[src/design/rect_region_engine_macros.svh]
// Assertion macros shared by the rectangle region engine RTL.
// Depends on nothing; included by files that carry concurrent checks.
`ifndef RECT_REGION_ENGINE_MACROS_SVH
`define RECT_REGION_ENGINE_MACROS_SVH

// Check that cons holds in the same cycle as ante.
`define RRE_ASSERT_NOW(lbl, clk, rst_n, ante, cons, msg) \
    lbl: assert property (@(posedge clk) disable iff (!rst_n) (ante) |-> (cons)) \
        else $error(msg);

// Check that cons holds in the cycle after ante.
`define RRE_ASSERT_NEXT(lbl, clk, rst_n, ante, cons, msg) \
    lbl: assert property (@(posedge clk) disable iff (!rst_n) (ante) |=> (cons)) \
        else $error(msg);

`endif

[src/design/rre_pkg.sv]
// Package for the rectangle region engine: default sizes, op codes,
// sequencer states and the cover-test result type. No dependencies.
package rre_pkg;

    localparam int RRE_MAX_RECTS  = 256;
    localparam int RRE_COORD_BITS = 16;
    localparam int RRE_IDX_BITS   = 8;
    localparam int RRE_OP_BITS    = 3;

    typedef enum logic [RRE_OP_BITS-1:0] {
        OP_ADD       = 3'd0,
        OP_SUBTRACT  = 3'd1,
        OP_INTERSECT = 3'd2,
        OP_CLEAR     = 3'd3,
        OP_READ      = 3'd4
    } t_op;

    typedef enum logic [3:0] {
        S_IDLE,
        S_ADD_START,
        S_SCAN_RD,
        S_SCAN_CHK,
        S_CMP_RD,
        S_CMP_CHK,
        S_APPEND,
        S_RB_RD,
        S_RB_LOAD,
        S_RB_ISECT,
        S_PIECE,
        S_READ_RD,
        S_READ_CHK,
        S_RESP
    } t_state;

    typedef struct packed {
        logic ent_covers_cand;
        logic cand_covers_ent;
    } t_cover;

endpackage

[src/design/rre_cmp.sv]
// Shared containment unit: tests a stored entry against the candidate
// rectangle in both directions. Depends on rre_pkg.
module rre_cmp import rre_pkg::*; #(
    parameter int COORD_BITS = RRE_COORD_BITS
) (
    input  logic signed [COORD_BITS-1:0] i_ex,
    input  logic signed [COORD_BITS-1:0] i_ey,
    input  logic signed [COORD_BITS-1:0] i_ew,
    input  logic signed [COORD_BITS-1:0] i_eh,
    input  logic signed [COORD_BITS-1:0] i_cx,
    input  logic signed [COORD_BITS-1:0] i_cy,
    input  logic signed [COORD_BITS-1:0] i_cw,
    input  logic signed [COORD_BITS-1:0] i_ch,
    output t_cover                       o_cover
);

    logic signed [COORD_BITS:0] er, eb, cr, cb;

    always_comb begin
        er = (COORD_BITS+1)'(i_ex) + (COORD_BITS+1)'(i_ew);
        eb = (COORD_BITS+1)'(i_ey) + (COORD_BITS+1)'(i_eh);
        cr = (COORD_BITS+1)'(i_cx) + (COORD_BITS+1)'(i_cw);
        cb = (COORD_BITS+1)'(i_cy) + (COORD_BITS+1)'(i_ch);
        o_cover.ent_covers_cand = (i_ex <= i_cx) && (i_ey <= i_cy) && (er >= cr) && (eb >= cb);
        o_cover.cand_covers_ent = (i_cx <= i_ex) && (i_cy <= i_ey) && (cr >= er) && (cb >= eb);
    end

endmodule

[config.mk]
export PLATFORM = sky130hd
export DESIGN_NAME = rre_cmp
export DESIGN_NICKNAME = d
export VERILOG_FILES = /design/src/design/rect_region_engine_macros.svh /design/src/design/rre_pkg.sv /design/src/design/rre_cmp.sv
export SDC_FILE = /design/constraint.sdc
export NUM_CORES = 1
export LEC_CHECK = 0
export ABC_AREA = 1
export BUFFER_PORTS_ARGS = -buffer_cell sky130_fd_sc_hd__buf_4
export CAP_MARGIN = 10
export CORE_UTILIZATION = 40
export DETAILED_ROUTE_END_ITERATION = 7
export PLACE_DENSITY = 0.68
export SLEW_MARGIN = 20
export SYNTH_ARGS = -nofsm -noshare
export SYNTH_HDL_FRONTEND = slang
export SYNTH_SLANG_ARGS = --single-unit
[constraint.sdc]
create_clock -name vclk -period 10.5
set_input_delay 2.1 -clock vclk [all_inputs]
set_output_delay 2.1 -clock vclk [all_outputs]
set_load 0.02 [all_outputs]
## After elaboration in Yosys (flattened, before gate mapping)

Cells that the tools add are included.
W data, S select, Z words.

- Output and inout bits: 2
- Word-level logic and storage cells: 18
- Register bits after elaboration: 0
- Input port bits: 128

- $lt $le $gt $ge: 8
- Reductions and logical operators: 6
- Add/sub/neg operators: 4

Operator list:

| operator | number |
|---|---|
| $add A16 B16 Y17 | 4 |
| $ge A17 B17 Y1 | 4 |
| $le A16 B16 Y1 | 4 |
| $logic_and A1 B1 Y1 | 6 |

## Longest topological paths before layout

Gate-level depths: netlist of run 1.

- Depth in word-level cells: 4
- Depth in mapped cells: 24
- Depth with buffers taken out: 24

## Worst setup path before layout of run 1

No wires, ideal clock.

- Path type: input port to output port
- Start: input i_ex[0]
- End: output o_cover[0] (netlist name)
- Buffers on the path: 0
- Path slack: 3702 ps
- Required time: 8400 ps
- Arrival time: 4698 ps
- Cell stages on the path: 19
- Cells stage by stage: ha_1 > inv_1 > fa_1 > nand3b_1 > nand2_1 > a21oi_2 > o21ai_2 > nand3_1 > nand2_1 > xor2_1 > ha_1 > a21o_1 > nor2_1 > nand2_1 > nor2_1 > nand3_1 > nand3_1 > nand3_1 > nor2_1

RTL lines:

| element | line | source |
|---|---|---|
| start, declared | rre_cmp.sv:6 | `input logic signed [COORD_BITS-1:0] i_ex,` |
| end, declared | rre_cmp.sv:14 | `output t_cover o_cover` |

==> metrics.yaml, run 1 <==
worst_setup_path:
  cp.required_ps: 8400
  end_kind: "output pin"
  path_common_cell: "nand2_1"
  slowest_delay_ps: 390
  cp_max_fo: 4
  crit_path_top_delay_cell: "fa_1"
  cp-start-kind: "primary input"
  worstPathCellList: "buf_4 -> ha_1 -> inv_1 -> fa_1 -> nand3b_1 -> nand2_1 -> a21oi_2 -> o21ai_2 -> nand3_1 -> nand2_1 -> xor2_1 -> ha_1 -> a21o_1 -> nor2_1 -> nand2_1 -> nor2_1 -> nand2_1 -> nand2_1 -> a21boi_0 -> nor2_1 -> buf_4"
  worstSetupPathType: "in2out"
  worst_ep_arrival_time_ps: 5150
timing:
  rsz0062_at_grt: "false"
  post-route-period-util: 0.690
  slew_headroom: 0.746
  maxSlewViolCount: 0
  worst_pin_slew_ps: 381
  fmax_ghz: 0.138
  tns_ps: 0
  min_period_ps: 7250
  setup_viol: 0
  layout_setup_ws_ps: 3250
  hold_violations: 0
global_route:
  gr-total-overflow: 0
  grt_max_degree: 7
  grtUsageTotal: 0.214
  grt_pass1_vias: 5300
  antenna_found_initial: 0
  grt_pass1_wl_microns: 22900
hold_path:
  worst_hold_path_type: "in2out"
  hold_depth: 7
  whs_endpoint: "o_cover[1]"
  hp-start: "i_cy[15]"
die:
  boundaryPins: 130
  fp-row-count: 40
  core_sq_um: 12000
  start_util: 0.411
  die-area_sq_um: 12800
  die_y_microns: 113
  die_x_microns: 113
detailed_routing:
  ant_nets: 0
  first_iter_violations: 262
  post-route-drc-count: 0
  postRouteWirelength_microns: 13700
  wire_per_inst_microns: 12.8
  via_per_inst: 5.14
  vias: 5504
  dr.pass1.iters: 5
final_layout:
  area_growth_syn_to_layout_pct: 23.5
  layout_common_cells: "200 x nand2_1, 130 x ha_1, 130 x buf_4"
  nFlopsAndLatches: 0
  fin_area_sq_um: 6100
  drive_above_1_share: 0.170
  postLayoutCoreUtil: 0.508
  antenna_cells: 0
  final_common_cell: "nand2_1"
  clkbuf_count: 0
  fin_nets: 1187
  regArea_sq_um: 0
  fillers: 1275
pwr:
  internal_power_mw: 0.177
  pwr-share-comb: 1.000
  p_leak_nw: 3.49
  switching_share: 0.573
  p_clk_frac: 0
  powerDensity_nw_per_um2: 68.2
  ir_drop_v: 0.0000282
  p_sw_mw: 0.238
  power.total_mw: 0.416
  pwr-share-seq: 0
clock_network:
  holdBufCountCts: 0
  post_cts_buffers: 0
  post_cts_resized: 0
synthesis:
  ys_seq_area_frac: 0
  avgSynthCellArea_sq_um: 6.23
  synth.distinct_cells: 31
  ys_warn_count: 0
  synth_nets: 1055
  mappedNetlistArea_sq_um: 4940
  syn_inst: 793
outcome:
  status: "finished, final reports clean"
place:
  place_area_sq_um: 6100
  port_buffers: 130
  gp_congestion: 0.918
  dp_hpwl_microns: 12500
  pre_cts_ws_ps: 3290
run:
  cap_viol_max_count: 0
-- routing by layer --
| metal | up-vias | global-route usage | share of wire |
|---|---|---|---|
| met4 | 0 | 0.0333 | 0.017 |
| met2 | 142 | 0.385 | 0.46 |
| met1 | 2420 | 0.288 | 0.48 |
| li1 | 2930 | - | - |
| met3 | 12 | 0.00857 | 0.047 |
| met5 | - | 0 | 0 |
-- stage by stage --
step	cells	hold slack (ps)
floorplan	793	4680
global placement	1070	5050
detailed placement	1070	5060
CTS	1070	5050
global route	1070	5130
finish	1070	5060
-- synth_stat cells, drive strengths merged --
library cell	instances	share of area
nand2	203	0.16
ha	130	0.33
inv	116	0.088
a21oi	75	0.082
nand3	57	0.059
nor2	55	0.042
o21ai	33	0.042
xor2	30	0.053
nor3	21	0.024
xnor2	21	0.037
o21bai	9	0.014
a21o	8	0.012
nand4	7	0.0089
nand3b	6	0.0091
a211oi	4	0.0061
fa	4	0.016
a21boi	3	0.0046
a31oi	3	0.0038
or2	3	0.0038
a221oi	2	0.0035
o31ai	2	0.0030
a31o	1	0.0018
-- critical path, delay by kind of cell --
| family | cells | cell delay, ps |
|---|---|---|
| AO/OA/AOI/OAI | 4 | 550 |
| XOR/XNOR | 1 | 190 |
| AND/OR/NAND/NOR | 10 | 1120 |
| buffers and inverters | 3 | 340 |
| adder cells (fa/ha/maj) | 3 | 850 |
-- power groups by stage --
stage	combinational (mW)	sequential, mW	clock, mW
after floorplan	0.294	0	0
after global placement	0.411	0	0
after detailed placement	0.414	0	0
after CTS	0.416	0	0
after global routing	0.478	0	0
final	0.416	0	0
-- worst max path at each step --
stage               startpoint         end  slack [ps]  cells past startpoint
finish                 i_ex[0]  o_cover[1]        3250                     21
global route           i_cx[0]  o_cover[1]        2880                     24
CTS                    i_ex[0]  o_cover[0]        3280                     21
detailed placement     i_ex[0]  o_cover[1]        3290                     21
global placement       i_ey[0]  o_cover[1]        3320                     24
floorplan              i_ex[0]  o_cover[0]        3700                     19
-- cells by family after synthesis --
logic type                 Yosys count  share of synthesized area
xor gates and xnor gates            51                     0.0905
AOI/OAI and AO/OA                  140                      0.173
and+or+nand+nor                    352                      0.303
adders and majority gates          134                      0.346
buffers and inverters              116                     0.0882
-- area by class of cell --
class              instances  area [sq um]  area share
multi-input cells        677          4500       0.738
well taps                147           184      0.0302
inverters                116           435      0.0714
repair buffers           130           976       0.160
(Power assumes the default switching activity.)
==> run 2: changes to the inputs <==
--- a/config.mk
+++ b/config.mk
@@ -10,7 +10,7 @@
 export CAP_MARGIN = 10
 export CORE_UTILIZATION = 40
 export DETAILED_ROUTE_END_ITERATION = 7
-export PLACE_DENSITY = 0.68
+export PLACE_DENSITY = 0.71
 export SLEW_MARGIN = 20
 export SYNTH_ARGS = -nofsm -noshare
 export SYNTH_HDL_FRONTEND = slang
==> constraint.sdc (replaced) <==
create_clock -name vclk -period 6.31
set_input_delay 1.262 -clock vclk [all_inputs]
set_output_delay 1.262 -clock vclk [all_outputs]
set_load 0.02 [all_outputs]
==> run 2 against run 1 <==
Cell area unchanged. Non-clock buffer count unchanged. First-iteration DRC count increased by 42%. Combinational power increased by 67%. Global-route usage decreased by 0.64 points. Hold slack got worse by 1700 ps. Clock-buffer cell count unchanged.
==> metrics.yaml, run 2 (same netlist as run 1, synthesis figures left out) <==
timing:
  setup_viol: 0  # unchanged
  maxSlewViolCount: 0  # unchanged
  min_period_ps: 5580
  fmax_ghz: 0.179
  hold_violations: 0  # unchanged
  slew_headroom: 0.769  # +0.0228
  post-route-period-util: 0.884
  worst_pin_slew_ps: 343  # -37.8 ps
  tns_ps: 0  # unchanged
  rsz0062_at_grt: "false"
  holdWs_ps: 3330  # -1730 ps
die:
  boundaryPins: 130  # unchanged
  die_y_microns: 113  # unchanged
  die_x_microns: 113  # unchanged
  core_sq_um: 12000  # unchanged
  start_util: 0.411  # unchanged
  fp-row-count: 40  # unchanged
  die-area_sq_um: 12800  # unchanged
global_route:
  gr-total-overflow: 0  # unchanged
  grt_pass1_wl_microns: 22100  # -3.5%
  grt_max_degree: 7  # unchanged
  grt_pass1_vias: 5031  # -5.1%
  grtUsageTotal: 0.208  # -0.00640
  antenna_found_initial: 0  # unchanged
clock_network:
  post_cts_resized: 0  # unchanged
  post_cts_buffers: 0  # unchanged
  holdBufCountCts: 0  # unchanged
detailed_routing:
  first_iter_violations: 371  # +42%
  via_per_inst: 5.05  # -1.8%
  ant_nets: 0  # unchanged
  wire_per_inst_microns: 12.6  # -1.5%
  post-route-drc-count: 0  # unchanged
  dr.pass1.iters: 5  # unchanged
  vias: 5404  # -1.8%
  postRouteWirelength_microns: 13500  # -1.5%
place:
  gp_congestion: 0.872  # -5.0%
  place_area_sq_um: 6100  # unchanged
  dp_hpwl_microns: 12400  # -1.3%
  port_buffers: 130  # unchanged
  placedCellCount: 1070  # unchanged
worst_setup_path:
  cp.required_ps: 5050  # -3350 ps
  cp-start-kind: "primary input"
  worstSetupPathType: "in2out"
  worst_ep_arrival_time_ps: 4310  # -840 ps
  cp_max_fo: 4  # unchanged
  end_kind: "output pin"
pwr:
  p_clk_frac: 0  # unchanged
  pwr-share-comb: 1.000  # about the same
  internal_power_mw: 0.295  # +67%
  powerDensity_nw_per_um2: 114  # +67%
  switching_share: 0.574  # about the same
  power.total_mw: 0.693  # +67%
  p_sw_mw: 0.398  # +67%
  p_leak_nw: 3.49  # unchanged
  ir_drop_v: 0.0000530  # +88%
  pwr-share-seq: 0  # unchanged
final_layout:
  final_cells: 1070  # unchanged
  clkbuf_count: 0  # unchanged
  area_growth_syn_to_layout_pct: 23.5  # unchanged
  fin_nets: 1187  # unchanged
  drive_above_1_share: 0.170  # unchanged
  fillers: 1253  # -1.7%
  layout_common_cells: "200 x nand2_1, 130 x ha_1, 130 x buf_4"
  nFlopsAndLatches: 0  # unchanged
  fin_area_sq_um: 6100  # unchanged
  antenna_cells: 0  # unchanged
  final_common_cell: "nand2_1"
  regArea_sq_um: 0  # unchanged
  multi_input_area_sq_um: 4500  # unchanged
outcome:
  status: "finished, final reports clean"
hold_path:
  worst_hold_path_type: "in2out"
run:
  cap_viol_max_count: 0  # unchanged
run 2: cell counts in the layout (fill, tap and decap cells not counted):
Identical to the previous run, type by type.
run 2: power by group through the flow:
stage | Combinational [mW] | Sequential [mW] | Clock (mW)
3_3_place_gp | 0.683 | 0 | 0
6_report | 0.693 | 0 | 0
3_5_place_dp | 0.689 | 0 | 0
2_1_floorplan | 0.489 | 0 | 0
4_1_cts | 0.693 | 0 | 0
5_1_grt | 0.793 | 0 | 0
run 2: final timing paths:
kind / start / depth (start not counted) / to
worst min-delay path: i_ey[0] / 7 / o_cover[0]
worst max-delay path: i_cy[0] / 25 / o_cover[1]
run 2: per-stage QoR:
stage | setup slack, ps | util
2_1_floorplan | 1190 | -
3_3_place_gp | 824 | 0.508
3_5_place_dp | 764 | 0.508
4_1_cts | 752 | 0.508
5_1_grt | 384 | 0.508
6_report | 734 | 0.508
run 2: per-layer routing:
metal  vias to the layer above  global-route usage  wire (microns)
met2                       118               0.366            6110
met3                        16             0.00589             467
met4                         0              0.0307             238
met1                      2332               0.287            6660
met5                         -                   0               0
li1                       2938                   -               -
run 2: cell type report:
type,instances,area share
Inverter,116,0.0714
Multi-Input combinational cell,677,0.738
Tap cell,147,0.0302
Timing Repair Buffer,130,0.160
run 2: critical path, stage by stage:
cell	delay, ps
buf_4	110
ha_1	220
fa_1	410
nand3_1	100
nand2_2	80
nand2_1	70
nand2_1	60
o21ai_2	110
o21ai_4	100
nand2_2	80
nand3_1	60
nand2_1	80
inv_1	40
ha_1	330
nand2_1	90
nor3_1	180
nand3_1	80
inv_1	80
nand2_1	70
nand2_1	50
nand2_1	60
nand3_1	70
nand3_1	70
nor2_1	230
buf_4	200
